`config.mk`:
```
export PLATFORM = sky130hd
export DESIGN_NAME = alternating_bit_link_entity_core
export DESIGN_NICKNAME = d
export VERILOG_FILES = /design/src/hw/rtl/abl_pkg.sv /design/src/hw/rtl/abl_front.sv /design/src/hw/rtl/abl_queue.sv /design/src/hw/rtl/abl_back.sv /design/src/hw/rtl/alternating_bit_link_entity_core.sv
export SDC_FILE = /design/constraint.sdc
export NUM_CORES = 1
export LEC_CHECK = 0
export ABC_CLOCK_PERIOD_IN_PS = 39700
export BUFFER_PORTS_ARGS = -buffer_cell sky130_fd_sc_hd__buf_2
export CAP_MARGIN = 20
export CELL_PAD_IN_SITES_DETAIL_PLACEMENT = 0
export CELL_PAD_IN_SITES_GLOBAL_PLACEMENT = 2
export CORE_ASPECT_RATIO = 2
export CORE_MARGIN = 5
export CORE_UTILIZATION = 39
export DETAILED_ROUTE_END_ITERATION = 12
export HOLD_SLACK_MARGIN = 0.08
export PLACE_DENSITY_LB_ADDON = 0.12
export SLEW_MARGIN = 20
export SYNTH_ARGS = -nofsm -noshare
export SYNTH_HDL_FRONTEND = slang
export SYNTH_SLANG_ARGS = --single-unit
```
`constraint.sdc`:
```
create_clock -name clk -period 39.7 [get_ports clk]
set_input_delay 9.925 -clock clk [delete_from_list [all_inputs] [get_ports clk]]
set_output_delay 9.925 -clock clk [all_outputs]
set_load 0.005 [all_outputs]
```
`src/hw/rtl/abl_pkg.sv`:
```
package abl_pkg;

  localparam int PAYLOAD_BYTES = 4;
  localparam int PAYLOAD_W     = PAYLOAD_BYTES * 8;
  localparam int CRC_W         = 8;
  localparam int QUEUE_DEPTH   = 2;
  localparam int PTR_W         = $clog2(QUEUE_DEPTH);
  localparam int CNT_W         = $clog2(QUEUE_DEPTH + 1);

  localparam logic [CRC_W-1:0] POLY_RESET = 8'h1D;
  localparam logic             PIGGY_RESET = 1'b0;

  // Configuration register indexes.
  localparam logic REG_POLY  = 1'b0;
  localparam logic REG_PIGGY = 1'b1;

  // Command codes.
  localparam logic [1:0] CMD_SEND  = 2'd0;
  localparam logic [1:0] CMD_FRAME = 2'd1;
  localparam logic [1:0] CMD_TIMER = 2'd2;

  // Frame kinds.
  localparam logic [1:0] FT_DATA  = 2'd0;
  localparam logic [1:0] FT_ACK   = 2'd1;
  localparam logic [1:0] FT_PIGGY = 2'd2;

  typedef enum logic [2:0] {
    K_SEND,
    K_DATA,
    K_ACK,
    K_PIGGY,
    K_TIMER,
    K_UNKNOWN
  } kind_t;

  typedef enum logic [3:0] {
    ST_SENT          = 4'd0,
    ST_BUSY_DROP     = 4'd1,
    ST_ACK_OK        = 4'd2,
    ST_ACK_UNNEEDED  = 4'd3,
    ST_CORRUPT       = 4'd4,
    ST_BAD_ACK       = 4'd5,
    ST_BAD_SEQ       = 4'd6,
    ST_DELIVERED     = 4'd7,
    ST_RESENT        = 4'd8,
    ST_TIMER_IGNORED = 4'd9,
    ST_UNKNOWN       = 4'd10
  } status_t;

  // Classified item handed from the front to the back.
  typedef struct packed {
    kind_t                kind;
    logic                 bad;
    logic                 seq_small;
    logic                 seq_bit;
    logic                 ack_small;
    logic                 ack_bit;
    logic [CRC_W-1:0]     crc_pay;
    logic [PAYLOAD_W-1:0] payload;
  } item_t;

  typedef struct packed {
    logic [1:0]           ftype;
    logic                 seq;
    logic                 ack;
    logic [CRC_W-1:0]     crc;
    logic [PAYLOAD_W-1:0] payload;
  } frame_t;

  typedef struct packed {
    logic                 tx_valid;
    frame_t               tx;
    logic                 deliver_valid;
    logic [PAYLOAD_W-1:0] deliver_payload;
    logic                 start_timer;
    logic                 stop_timer;
    status_t              status;
  } result_t;

  // One byte through an MSB-first CRC-8 register.
  function automatic logic [CRC_W-1:0] crc_feed(input logic [CRC_W-1:0] crc,
                                                input logic [7:0] data_byte,
                                                input logic [CRC_W-1:0] poly);
    logic [CRC_W-1:0] c;
    c = crc ^ data_byte;
    for (int j = 0; j < 8; j++) begin
      if (c[CRC_W-1]) begin
        c = (c << 1) ^ poly;
      end else begin
        c = c << 1;
      end
    end
    return c;
  endfunction

  function automatic logic [CRC_W-1:0] crc_payload(input logic [PAYLOAD_W-1:0] payload,
                                                   input logic [CRC_W-1:0] poly);
    logic [CRC_W-1:0] c;
    c = '0;
    for (int i = 0; i < PAYLOAD_BYTES; i++) begin
      c = crc_feed(c, payload[i*8 +: 8], poly);
    end
    return c;
  endfunction

  // Seq, ack and type bytes that close every frame.
  function automatic logic [CRC_W-1:0] crc_tail(input logic [CRC_W-1:0] crc,
                                                input logic [7:0] seq_byte,
                                                input logic [7:0] ack_byte,
                                                input logic [7:0] type_byte,
                                                input logic [CRC_W-1:0] poly);
    logic [CRC_W-1:0] c;
    c = crc_feed(crc, seq_byte, poly);
    c = crc_feed(c, ack_byte, poly);
    c = crc_feed(c, type_byte, poly);
    return c;
  endfunction

endpackage

```
`src/hw/rtl/abl_front.sv`:
```
module abl_front (
  input  logic [1:0]                      command,
  input  logic [abl_pkg::PAYLOAD_W-1:0]   payload,
  input  logic [1:0]                      frame_type,
  input  logic [7:0]                      frame_seq,
  input  logic [7:0]                      frame_ack,
  input  logic [7:0]                      frame_crc,
  input  logic [abl_pkg::CRC_W-1:0]       poly,
  output abl_pkg::item_t                  item
);

  logic [abl_pkg::CRC_W-1:0] crc_pay;
  logic [abl_pkg::CRC_W-1:0] crc_rx;

  always_comb begin
    crc_pay = abl_pkg::crc_payload(payload, poly);
    crc_rx  = abl_pkg::crc_feed(
                abl_pkg::crc_tail(crc_pay, frame_seq, frame_ack, {6'b0, frame_type}, poly),
                frame_crc, poly);
  end

  always_comb begin
    item.kind = abl_pkg::K_UNKNOWN;
    unique case (command)
      abl_pkg::CMD_SEND:  item.kind = abl_pkg::K_SEND;
      abl_pkg::CMD_TIMER: item.kind = abl_pkg::K_TIMER;
      abl_pkg::CMD_FRAME: begin
        unique case (frame_type)
          abl_pkg::FT_DATA:  item.kind = abl_pkg::K_DATA;
          abl_pkg::FT_ACK:   item.kind = abl_pkg::K_ACK;
          abl_pkg::FT_PIGGY: item.kind = abl_pkg::K_PIGGY;
          default:           item.kind = abl_pkg::K_UNKNOWN;
        endcase
      end
      default: item.kind = abl_pkg::K_UNKNOWN;
    endcase
    // A good frame leaves a zero remainder once its check byte is fed in.
    item.bad       = (crc_rx != '0);
    item.seq_small = (frame_seq[7:1] == 7'd0);
    item.seq_bit   = frame_seq[0];
    item.ack_small = (frame_ack[7:1] == 7'd0);
    item.ack_bit   = frame_ack[0];
    item.crc_pay   = crc_pay;
    item.payload   = payload;
  end

endmodule

```
`src/hw/rtl/abl_queue.sv`:
```
module abl_queue (
  input  logic           clk,
  input  logic           rst,
  input  logic           push,
  input  abl_pkg::item_t push_item,
  output logic           full,
  input  logic           pop,
  output logic           head_valid,
  output abl_pkg::item_t head_item
);

  abl_pkg::item_t                entries [abl_pkg::QUEUE_DEPTH];
  logic [abl_pkg::PTR_W-1:0]     wr_ptr;
  logic [abl_pkg::PTR_W-1:0]     rd_ptr;
  logic [abl_pkg::CNT_W-1:0]     count;

  function automatic logic [abl_pkg::PTR_W-1:0] ptr_inc(input logic [abl_pkg::PTR_W-1:0] p);
    return (p == abl_pkg::PTR_W'(abl_pkg::QUEUE_DEPTH - 1)) ? '0 : p + 1'b1;
  endfunction

  assign full       = (count == abl_pkg::CNT_W'(abl_pkg::QUEUE_DEPTH));
  assign head_valid = (count != '0);
  assign head_item  = entries[rd_ptr];

  always_ff @(posedge clk) begin
    if (rst) begin
      wr_ptr <= '0;
      rd_ptr <= '0;
      count  <= '0;
    end else begin
      if (push) begin
        wr_ptr <= ptr_inc(wr_ptr);
      end
      if (pop) begin
        rd_ptr <= ptr_inc(rd_ptr);
      end
      if (push && !pop) begin
        count <= count + 1'b1;
      end else if (pop && !push) begin
        count <= count - 1'b1;
      end
    end
  end

  always_ff @(posedge clk) begin
    if (push) begin
      entries[wr_ptr] <= push_item;
    end
  end

  a_count_bound: assert property (@(posedge clk) disable iff (rst)
    count <= abl_pkg::CNT_W'(abl_pkg::QUEUE_DEPTH))
    else $error("queue count beyond depth");

  a_empty_ptrs: assert property (@(posedge clk) disable iff (rst)
    (count == '0) |-> (rd_ptr == wr_ptr))
    else $error("empty queue with unequal pointers");

  a_no_pop_empty: assert property (@(posedge clk) disable iff (rst)
    pop |-> head_valid)
    else $error("pop from an empty queue");

endmodule

```
`src/hw/rtl/abl_back.sv`:
```
module abl_back (
  input  logic                      clk,
  input  logic                      rst,
  input  logic                      head_valid,
  input  abl_pkg::item_t            head_item,
  output logic                      pop,
  input  logic [abl_pkg::CRC_W-1:0] poly,
  input  logic                      piggy_en,
  output logic                      out_valid,
  input  logic                      out_stall,
  output abl_pkg::result_t          result
);

  logic            awaiting_ack;
  logic            send_seq;
  logic            recv_seq;
  logic            ack_pending;
  logic            held_ack;
  abl_pkg::frame_t saved_frame;

  logic            awaiting_ack_next;
  logic            send_seq_next;
  logic            recv_seq_next;
  logic            ack_pending_next;
  logic            held_ack_next;

  abl_pkg::result_t res;
  abl_pkg::frame_t  send_frame;
  logic             do_ack;
  logic             ack_value;
  logic             ack_bit_sent;
  logic             seq_match;
  logic             ack_match;

  assign pop = head_valid && (!out_valid || !out_stall);

  always_comb begin
    awaiting_ack_next = awaiting_ack;
    send_seq_next     = send_seq;
    recv_seq_next     = recv_seq;
    ack_pending_next  = ack_pending;
    held_ack_next     = held_ack;
    res               = '0;
    res.status        = abl_pkg::ST_UNKNOWN;
    do_ack            = 1'b0;
    ack_value         = 1'b0;

    seq_match = head_item.seq_small && (head_item.seq_bit == recv_seq);
    ack_match = head_item.ack_small && (head_item.ack_bit == send_seq);

    send_frame.ftype   = (piggy_en && ack_pending) ? abl_pkg::FT_PIGGY : abl_pkg::FT_DATA;
    send_frame.seq     = send_seq;
    send_frame.ack     = held_ack;
    send_frame.payload = head_item.payload;
    send_frame.crc     = abl_pkg::crc_tail(head_item.crc_pay, {7'b0, send_seq},
                                           {7'b0, held_ack}, {6'b0, send_frame.ftype}, poly);

    unique case (head_item.kind)
      abl_pkg::K_SEND: begin
        if (awaiting_ack) begin
          res.status = abl_pkg::ST_BUSY_DROP;
        end else begin
          res.tx_valid      = 1'b1;
          res.tx            = send_frame;
          res.start_timer   = 1'b1;
          res.status        = abl_pkg::ST_SENT;
          awaiting_ack_next = 1'b1;
          ack_pending_next  = 1'b0;
        end
      end
      abl_pkg::K_ACK: begin
        if (!awaiting_ack) begin
          res.status = abl_pkg::ST_ACK_UNNEEDED;
        end else if (head_item.bad) begin
          res.status = abl_pkg::ST_CORRUPT;
        end else if (!ack_match) begin
          res.status = abl_pkg::ST_BAD_ACK;
        end else begin
          res.stop_timer    = 1'b1;
          res.status        = abl_pkg::ST_ACK_OK;
          send_seq_next     = ~send_seq;
          awaiting_ack_next = 1'b0;
        end
      end
      abl_pkg::K_DATA, abl_pkg::K_PIGGY: begin
        if (head_item.bad) begin
          do_ack     = 1'b1;
          ack_value  = ~recv_seq;
          res.status = abl_pkg::ST_CORRUPT;
        end else if (!seq_match) begin
          do_ack     = 1'b1;
          ack_value  = ~recv_seq;
          res.status = abl_pkg::ST_BAD_SEQ;
        end else if (head_item.kind == abl_pkg::K_PIGGY && !ack_match) begin
          res.status = abl_pkg::ST_BAD_ACK;
        end else begin
          if (head_item.kind == abl_pkg::K_PIGGY) begin
            res.stop_timer    = 1'b1;
            send_seq_next     = ~send_seq;
            awaiting_ack_next = 1'b0;
          end
          do_ack              = 1'b1;
          ack_value           = recv_seq;
          res.deliver_valid   = 1'b1;
          res.deliver_payload = head_item.payload;
          recv_seq_next       = ~recv_seq;
          res.status          = abl_pkg::ST_DELIVERED;
        end
      end
      abl_pkg::K_TIMER: begin
        if (!awaiting_ack) begin
          res.status = abl_pkg::ST_TIMER_IGNORED;
        end else begin
          res.tx_valid    = 1'b1;
          res.tx          = saved_frame;
          res.start_timer = 1'b1;
          res.status      = abl_pkg::ST_RESENT;
        end
      end
      default: res.status = abl_pkg::ST_UNKNOWN;
    endcase

    // With piggybacking on, the first acknowledgement is held for the next
    // data frame; otherwise a standalone ack frame goes out right away.
    ack_bit_sent = piggy_en ? held_ack : ack_value;
    if (do_ack) begin
      if (piggy_en && !ack_pending) begin
        held_ack_next    = ack_value;
        ack_pending_next = 1'b1;
      end else begin
        res.tx_valid   = 1'b1;
        res.tx.ftype   = abl_pkg::FT_ACK;
        res.tx.seq     = recv_seq;
        res.tx.ack     = ack_bit_sent;
        res.tx.payload = '0;
        res.tx.crc     = abl_pkg::crc_tail('0, {7'b0, recv_seq}, {7'b0, ack_bit_sent},
                                           {6'b0, abl_pkg::FT_ACK}, poly);
        ack_pending_next = 1'b0;
      end
    end
  end

  always_ff @(posedge clk) begin
    if (rst) begin
      awaiting_ack <= 1'b0;
      send_seq     <= 1'b0;
      recv_seq     <= 1'b0;
      ack_pending  <= 1'b0;
      held_ack     <= 1'b0;
      out_valid    <= 1'b0;
    end else if (pop) begin
      awaiting_ack <= awaiting_ack_next;
      send_seq     <= send_seq_next;
      recv_seq     <= recv_seq_next;
      ack_pending  <= ack_pending_next;
      held_ack     <= held_ack_next;
      out_valid    <= 1'b1;
    end else if (!out_stall) begin
      out_valid <= 1'b0;
    end
  end

  always_ff @(posedge clk) begin
    if (pop) begin
      result <= res;
      if (head_item.kind == abl_pkg::K_SEND && !awaiting_ack) begin
        saved_frame <= send_frame;
      end
    end
  end

  a_timer_exclusive: assert property (@(posedge clk) disable iff (rst)
    out_valid |-> !(result.start_timer && result.stop_timer))
    else $error("timer start and stop in one result");

  a_deliver_status: assert property (@(posedge clk) disable iff (rst)
    (out_valid && result.deliver_valid) |-> (result.status == abl_pkg::ST_DELIVERED))
    else $error("delivery without delivered status");

  a_sent_waits: assert property (@(posedge clk) disable iff (rst)
    (out_valid && result.status == abl_pkg::ST_SENT) |-> (awaiting_ack && result.tx_valid))
    else $error("sent frame without waiting for its ack");

  a_ack_ok_idle: assert property (@(posedge clk) disable iff (rst)
    (out_valid && result.status == abl_pkg::ST_ACK_OK) |-> !awaiting_ack)
    else $error("accepted ack left the sender waiting");

endmodule

```
`src/hw/rtl/alternating_bit_link_entity_core.sv`:
```
// Alternating-bit link endpoint: one result for every accepted item.
// A result is registered after its input transfer: the transfer edge writes the
// classify queue, and the pop edge, with the output free, runs the protocol state.
// Throughput: one item per cycle without out_stall; the CRC is an unrolled XOR network.
// Reset clears the protocol state and the queue, sets the polynomial to
// 0x1D and piggybacking off; the saved frame is written by the first send.
module alternating_bit_link_entity_core (
  input  logic                             clk,
  input  logic                             rst,
  input  logic                             cfg_write,
  input  logic                             cfg_index,
  input  logic [7:0]                       cfg_data,
  input  logic                             in_valid,
  output logic                             in_stall,
  input  logic [1:0]                       command,
  input  logic [abl_pkg::PAYLOAD_W-1:0]    payload,
  input  logic [1:0]                       frame_type,
  input  logic [7:0]                       frame_seq,
  input  logic [7:0]                       frame_ack,
  input  logic [7:0]                       frame_crc,
  output logic                             out_valid,
  input  logic                             out_stall,
  output logic                             tx_valid,
  output logic [1:0]                       tx_type,
  output logic                             tx_seq,
  output logic                             tx_ack,
  output logic [7:0]                       tx_crc,
  output logic [abl_pkg::PAYLOAD_W-1:0]    tx_payload,
  output logic                             deliver_valid,
  output logic [abl_pkg::PAYLOAD_W-1:0]    deliver_payload,
  output logic                             start_timer,
  output logic                             stop_timer,
  output logic [3:0]                       status
);

  logic [abl_pkg::CRC_W-1:0] crc_polynomial;
  logic                      piggyback_enable;

  abl_pkg::item_t   front_item;
  abl_pkg::item_t   head_item;
  abl_pkg::result_t result;
  logic             queue_full;
  logic             head_valid;
  logic             pop;

  always_ff @(posedge clk) begin
    if (rst) begin
      crc_polynomial   <= abl_pkg::POLY_RESET;
      piggyback_enable <= abl_pkg::PIGGY_RESET;
    end else if (cfg_write) begin
      unique case (cfg_index)
        abl_pkg::REG_POLY:  crc_polynomial   <= cfg_data;
        abl_pkg::REG_PIGGY: piggyback_enable <= cfg_data[0];
        default: ;
      endcase
    end
  end

  assign in_stall = queue_full;

  abl_front u_front (
    .command    (command),
    .payload    (payload),
    .frame_type (frame_type),
    .frame_seq  (frame_seq),
    .frame_ack  (frame_ack),
    .frame_crc  (frame_crc),
    .poly       (crc_polynomial),
    .item       (front_item)
  );

  abl_queue u_queue (
    .clk        (clk),
    .rst        (rst),
    .push       (in_valid && !queue_full),
    .push_item  (front_item),
    .full       (queue_full),
    .pop        (pop),
    .head_valid (head_valid),
    .head_item  (head_item)
  );

  abl_back u_back (
    .clk        (clk),
    .rst        (rst),
    .head_valid (head_valid),
    .head_item  (head_item),
    .pop        (pop),
    .poly       (crc_polynomial),
    .piggy_en   (piggyback_enable),
    .out_valid  (out_valid),
    .out_stall  (out_stall),
    .result     (result)
  );

  assign tx_valid        = result.tx_valid;
  assign tx_type         = result.tx.ftype;
  assign tx_seq          = result.tx.seq;
  assign tx_ack          = result.tx.ack;
  assign tx_crc          = result.tx.crc;
  assign tx_payload      = result.tx.payload;
  assign deliver_valid   = result.deliver_valid;
  assign deliver_payload = result.deliver_payload;
  assign start_timer     = result.start_timer;
  assign stop_timer      = result.stop_timer;
  assign status          = result.status;

endmodule
```
==> summary.md, run 1 <==
| Metric | Value |
|---|---|
| Max-cap viol count | `0` |
| DIE WIDTH | `204 um` |
| IO buf count | `between 150 and 200` |
| Endpoints failing hold | `0` |
| CTS buffer count | `23` |
| TritonRoute pass-1 iters | `8` |
| Clock root cell | `clkbuf_16` |
| Async SR Flop Fraction | `0%` |
| Fin Setup TNS | `0 ns` |
| WP data arrival | `38.38 ns` |
| Routed len/inst | `about 28 um` |
| CP peak stage delay | `0.64 ns` |
| Finish-stage setup viols | `0` |
| Required time worst endpoint | `approximately 40 ns` |
| Setup Skew | `0.0174 ns` |
| CP bufs+invs | `1` |
| Final worst path period need | `roughly 38 ns` |
| Avg Vias per Cell | `roughly 6.3` |
| Final number of max-transition violations | `0` |
| Antenna violation net count after detailed routing | `0` |
| Share of layout cells above drive strength 1 | `14.1%` |
| Slowest CP cell | `xnor3_1` |
| DRT iter0 DRCs | `roughly 2,600` |
| CTS Sinks | `243` |
| Final Cycle Share | `95.9%` |
| Syn Nets | `3,684` |
| DR vias | `~30,000` |
| DIE HEIGHT | `398 um` |
| Crit Path Class | `input port to flip-flop` |
| Synth top area share | `between 20% and 30%` |
| Final wirelength | `132,000 um` |
| Die area | `81,100 um2` |
| All-layer global routing usage | `a little under a third` |
| Post-synthesis sequential area ratio | `approximately 24%` |
| First-pass GRT wire length | `190,000 um` |
| CORE AREA | `74,800 um2` |
| FMAX | `0.0263 GHz` |
| Initial antenna violation count | `3` |
| I/O pin count | `160` |
| Outcome | `complete, no violations` |
| Unique cell type count in the Yosys netlist | `139` |
| Cell mode on critical path | `xnor3_1` |
| DP HPWL | `95,300 um` |
| DP Area | `31,100 um2` |
| Vias in the first global route | `about 29,000` |
| Hold-fix buffers, CTS | `0` |
| H-Tree Depth | `1` |
| GPL Wtd Cong | `0.962` |
| Crit-path max FO | `27` |
| Rows | `142` |
| Most frequent cell after synthesis | `nand2_1` |
| CTS tree | `done` |
| Syn avg cell area | `8.13 um2` |
| Worst-Skew Late Latency | `around 0.57 ns` |
| DRC violations left | `0` |
| Synth top cells by count | `nand2_1, xnor2_1, nor2_1` |
| Dpl ws | `-0.601 ns` |
| Total gr overflow | `0` |
| Post-Syn Instances | `3,607` |
| Nets | `between 3,000 and 4,000` |
| #FFs+latches synth | `243` |
| Synth-to-layout area growth | `9.92%` |
| Design Area, Final | `32,200 um2` |
| Crit start category | `input port` |
| Area leader, netlist | `edfxtp_1` |
| Final setup margin | `1.61 ns` |
| Top cells by area, synth | `edfxtp_1, xnor2_1, nand2_1` |
| Worst hold path type | `flip-flop to flip-flop` |
| Synth Flop Type | `edfxtp_1` |
| CTS clk-pin slew, worst paths | `0.07 ns` |
| Post-CTS setup buffer count | `0` |
| Clock buffer depth | `3` |
| RSZ-0062 raised after global routing | `false` |
| YS warnings | `0` |
| Slew @ Worst Pin | `about 1.2 ns` |
| CP Capture Type | `flip-flop` |
| Post-synth EDFFs | `223` |
| Post-Syn Area | `29,300 um2` |
| Starting Density | `between 30% and 40%` |
| Worst path top cell family by delay | `compound AO/OA/AOI/OAI gates` |
| Slew Limit Headroom | `18.1%` |
| Pin count of the biggest net entering global routing | `a little under 80` |
cell families after synthesis:
| logic type | synth area share (%) |
|---|---|
| compound gates | 25.2 |
| fa+ha+maj | 0.128 |
| buf+inv | 4.58 |
| simple gates | 21.1 |
| xor+xnor | 20.7 |
| flops | 24.2 |
| mux | 4.01 |
path summary, 6_finish.rpt:
path	startpoint	end	slack (ns)	depth (start not counted)
worst max-delay path	payload[7]	u_queue.entries[1][44]	1.61	82
worst min-delay path	u_back.out_valid	u_back.out_valid	0.48	2
worst max register to register	crc_polynomial[3]	u_queue.entries[1][44]	9.99	83
worst min register to register	u_back.out_valid	u_back.out_valid	0.48	2
per-stage QoR:
step | hold slack [ns] | utilization, % | instances
after floorplan | 0.445 | - | 3607
after global placement | 0.457 | 41.6 | 4608
after detailed placement | 0.473 | 41.6 | 4608
after CTS | 0.482 | 42.8 | 4650
after global routing | 0.501 | 43.1 | 4651
final | 0.482 | 43.1 | 4652
state kept, by name (all words and copies together) (netlist names), named ones only:
signal / count
u_back.recv_seq: 1
u_queue.wr_ptr: 1
crc_polynomial: 8
u_back.send_seq: 1
u_queue.rd_ptr: 1
u_back.saved_frame: 43
u_back.out_valid: 1
u_back.held_ack: 1
u_queue.entries: 96
piggyback_enable: 1
u_queue.count: 2
u_back.ack_pending: 1
u_back.result: 84
u_back.awaiting_ack: 1
layout by cell type (no fill, tap or decap), types with 38 or more instances in the layout:
cell type,synthesis,final
buf_2,44,159
xor2_1,122,121
a211oi_1,83,82
buf_4,8,102
edfxtp_1,223,223
a21oi_1,172,171
o211ai_1,52,52
nand2_1,517,517
xnor2_1,435,428
nor3_1,87,85
and2_1,38,38
inv_1,57,54
nor2_1,283,276
o21ai_0,173,173
nand3_1,86,86
mux2i_1,90,90
worst register-to-register path: cells and delay by family (launching register included):
| kind | cells | cell delay (ns) |
|---|---|---|
| AND/OR/NAND/NOR | 24 | 7.34 |
| flip-flops | 1 | 0.55 |
| AO/OA/AOI/OAI | 36 | 11.93 |
| multiplexers | 4 | 1.40 |
| XOR/XNOR | 17 | 6.96 |
| buffers and inverters | 2 | 1.23 |
per-layer routing:
metal  GRT usage (%)  share of wire [%]
met5               0             0.0038
met1            33.1                 35
met3            4.06                5.8
met4            24.3                9.9
met2            54.7                 49
repair_timing:
action,CTS,global route
pin swaps,0,1
endpoints found under the setup margin,2,2
gates resized for setup,1,30
cloned,0,1
area by class of cell:
type / count / area, um2
fill: 7515 / 42600
antenna: 1 / 2.50
clock inverter: 17 / 263
inverter: 61 / 233
sequential: 243 / 7130
multi-input combinational: 3034 / 21100
clock buffer: 25 / 583
tap: 1008 / 1260
timing repair buffer: 263 / 1600
Power of run 1 is not shown: default switching activity piles up to over one toggle a cycle in this logic, so the estimate is an artifact.
==> inputs of run 2 (changes only) <==
- ABC_AREA: not set -> 1
- CORE_UTILIZATION: 39 -> 36
==> run 2 against run 1 <==
- sequential share of layout area grew 4.4 points
- global-route usage shrank 9.9 points
- routed wire length shrank 37%
- register-to-register slack gained 7.3 ns
- design area shrank 17%
- fmax grew 22%
- core utilization shrank 4.5 points
- first-iteration DRC count shrank 55%
- synthesized cell count shrank 1.3%
- critical endpoint is now u_queue.entries[0][44]
==> summary.md, run 2 <==
| Metric | Value |
|---|---|
| Outcome | `complete, no violations` |
| H-Tree Depth | `1 (unchanged)` |
| All-layer global routing usage | `21.2% (-9.9 points)` |
| Pin count of the biggest net entering global routing | `60 (-24%)` |
| Most frequent cell after synthesis | `nand2_1` |
| Unique cell type count in the Yosys netlist | `51 (-63%)` |
| Rows | `137 (-3.5%)` |
| Crit-path max FO | `15 (-44%)` |
| CTS Sinks | `243 (unchanged)` |
| Worst hold path type | `flip-flop to flip-flop` |
| Hold-fix buffers, CTS | `0 (unchanged)` |
| Synth-to-layout area growth | `6.20%` |
| #FFs+latches synth | `243 (unchanged)` |
| Total gr overflow | `0 (unchanged)` |
| Post-synthesis sequential area ratio | `28.0% (+3.8 points)` |
| Nets | `3,695 (-0.22%)` |
| Synth top area share | `26.4% (+3.6 points)` |
| Hold slack | `0.456 ns (-0.0261 ns)` |
| DRT iter0 DRCs | `1,141 (-55%)` |
| Area leader, netlist | `edfxtp_1` |
| IO buf count | `159 (unchanged)` |
| GPL Wtd Cong | `0.823 (-14%)` |
| Endpoints failing hold | `0 (unchanged)` |
| Max-cap viol count | `0 (unchanged)` |
| Sequential Area | `7120 um2 (about the same)` |
| Max reg flops | `96 (unchanged)` |
| RSZ-0062 raised after global routing | `false` |
| Placed instance count | `4,492 (-2.5%)` |
| Post-Syn Instances | `3,559 (-1.3%)` |
| CTS tree | `done` |
| Finished Layout Cells | `4,543 (-2.3%)` |
| Synth top cells by count | `nand2_1, nor2_1, inv_1` |
| Terminus of the critical flop-to-flop path | `u_queue.entries[0][44]` |
| Largest regs | `u_queue.entries (96), u_back.result (84), u_back.saved_frame (43)` |
| Vias in the first global route | `21,246 (-27%)` |
| CORE AREA | `69,800 um2 (-6.7%)` |
| CTS clk-pin slew, worst paths | `0.06 ns (about the same)` |
| Slowest CP cell | `nand2_1` |
| Largest register by flop count | `u_queue.entries` |
| Crit start category | `input port` |
| Post-Syn Area | `25,300 um2 (-14%)` |
| Most common cell after layout, fill and taps aside | `nand2_1` |
| R2r startpoint | `crc_polynomial[5]` |
| DR vias | `22,049 (-25%)` |
| Required time worst endpoint | `40.01 ns (+0.03 ns)` |
| Setup Skew | `0.0130 ns (-0.00444 ns)` |
| TritonRoute pass-1 iters | `5 (-3)` |
| Syn Nets | `3,636 (-1.3%)` |
| Multi-input logic area | `15,300 um2 (-28%)` |
| Final number of max-transition violations | `0 (unchanged)` |
| Avg Vias per Cell | `4.85 (-23%)` |
| Commonest non-fill, non-tap cells in the layout | `nand2_1, nor2_1, inv_1, nand3_1, xor2_1` |
| CTS buffer count | `27 (+17%)` |
| I/O pin count | `160 (unchanged)` |
| Core Util, Final | `38.5% (-4.5 points)` |
| Syn avg cell area | `7.11 um2 (-12%)` |
| Worst reg-to-reg path cell count | `176 (+110%)` |
| Worst-Skew Late Latency | `0.57 ns (about the same)` |
| Post-CTS setup buffer count | `0 (unchanged)` |
| Finish-stage setup viols | `0 (unchanged)` |
| Share of layout cells above drive strength 1 | `17.6% (+3.5 points)` |
| DP HPWL | `59,600 um (-37%)` |
| First-pass GRT wire length | `125,000 um (-34%)` |
| Antenna violation net count after detailed routing | `0 (unchanged)` |
| Routed len/inst | `18.2 um (-36%)` |
| CP peak stage delay | `0.32 ns (-0.32 ns)` |
| DIE WIDTH | `198 um (-3.1%)` |
| FMAX | `0.0320 GHz (+22%)` |
| Final Cycle Share | `78.6% (-17 points)` |
| Final worst path period need | `31.21 ns (-6.88 ns)` |
| CTS resizes | `0 (-1)` |
| Slew Limit Headroom | `37.1% (+19 points)` |
| Critical path endpoint | `u_queue.entries[0][44]` |
| Synth Flop Type | `edfxtp_1` |
| Crit Path Class | `input port to flip-flop` |
| Cell mode on critical path | `nand2_1` |
| YS warnings | `0 (unchanged)` |
| Top cells by area, synth | `edfxtp_1, nand2_1, xor2_1` |
| Final wirelength | `82,800 um (-37%)` |
| Die area | `76,100 um2 (-6.2%)` |
| Clock buffer depth | `3 (unchanged)` |
| R2R Setup Slk | `17.29 ns (+7.30 ns)` |
| Slew @ Worst Pin | `0.941 ns (-0.283 ns)` |
| DIE HEIGHT | `385 um (-3.2%)` |
| Post-synth EDFFs | `223 (unchanged)` |
| Async SR Flop Fraction | `0% (unchanged)` |
| Fillcell total | `7,376 (-1.8%)` |
| Initial antenna violation count | `3 (unchanged)` |
| Clock root cell | `clkbuf_16` |
| Starting Density | `36.3% (-2.9 points)` |
| CP Capture Type | `flip-flop` |
| DRC violations left | `0 (unchanged)` |
| WP data arrival | `31.53 ns (-6.85 ns)` |
| Crit path from | `payload[7]` |
| Fin Setup TNS | `0 ns (unchanged)` |
[run 2: cell types whose count changed after synthesis, sizes merged, moves of 88 or more]
cell    delta
nand2    +628
inv      +291
nand3    +269
xnor2    -244
nor2     +186
a21oi    -148
xor2     +148
a211oi    -91
nor3      -88
[run 2: critical path: cells and delay by family]
family	cells	cell delay, ns
AO/OA/AOI/OAI	1	0.16
buffers and inverters	16	1.35
AND/OR/NAND/NOR	161	20.06
[run 2: cell families after synthesis]
family / count (synthesis) / share of synthesized area, %
fa+ha+maj: 3 / 0.148
buf+inv: 530 / 11.5
compound gates: 220 / 4.79
flops: 243 / 28.0
xor+xnor: 484 / 17.0
mux: 3 / 0.119
simple gates: 2076 / 38.4
[run 2: metrics by stage]
stage | area (um2) | setup WS, ns
2_1_floorplan | 25300 | 13.59
3_3_place_gp | 26000 | 8.50
3_5_place_dp | 26000 | 7.76
4_1_cts | 26900 | 8.34
5_1_grt | 26900 | 5.63
6_report | 26900 | 8.49
[run 2: how the worst min path moves through the flow]
| stage | startpoint | endpoint | slack [ns] | cells after the start |
|---|---|---|---|---|
| floorplan | u_queue.rd_ptr | flip-flop | 0.43 | 1 |
| global placement | u_queue.rd_ptr | flip-flop | 0.43 | 1 |
| detailed placement | u_queue.rd_ptr | flip-flop | 0.45 | 1 |
| CTS | u_queue.rd_ptr | flip-flop | 0.45 | 1 |
| global route | u_queue.rd_ptr | flip-flop | 0.48 | 1 |
| finish | u_queue.rd_ptr | flip-flop | 0.46 | 1 |
[run 2: layout make-up]
| cell class | count | area share [%] |
|---|---|---|
| diodes | 1 | 0.00931 |
| multi-input cells | 2786 | 57.0 |
| clock buffers | 35 | 2.70 |
| repair buffers | 197 | 4.02 |
| inverters | 363 | 5.08 |
| well taps | 903 | 4.20 |
| flip-flops and latches | 243 | 26.5 |
| clock inverters | 15 | 0.498 |
[run 2: metal layers]
| metal | vias up | part of all wire [%] | track usage [%] |
|---|---|---|---|
| met4 | 2 | 2.3 | 5.07 |
| li1 | 11233 | - | - |
| met3 | 84 | 3.2 | 1.64 |
| met2 | 396 | 55 | 42.2 |
| met5 | - | 0.013 | 0 |
| met1 | 10334 | 39 | 23.9 |
Power of run 2 is left out for the same reason.
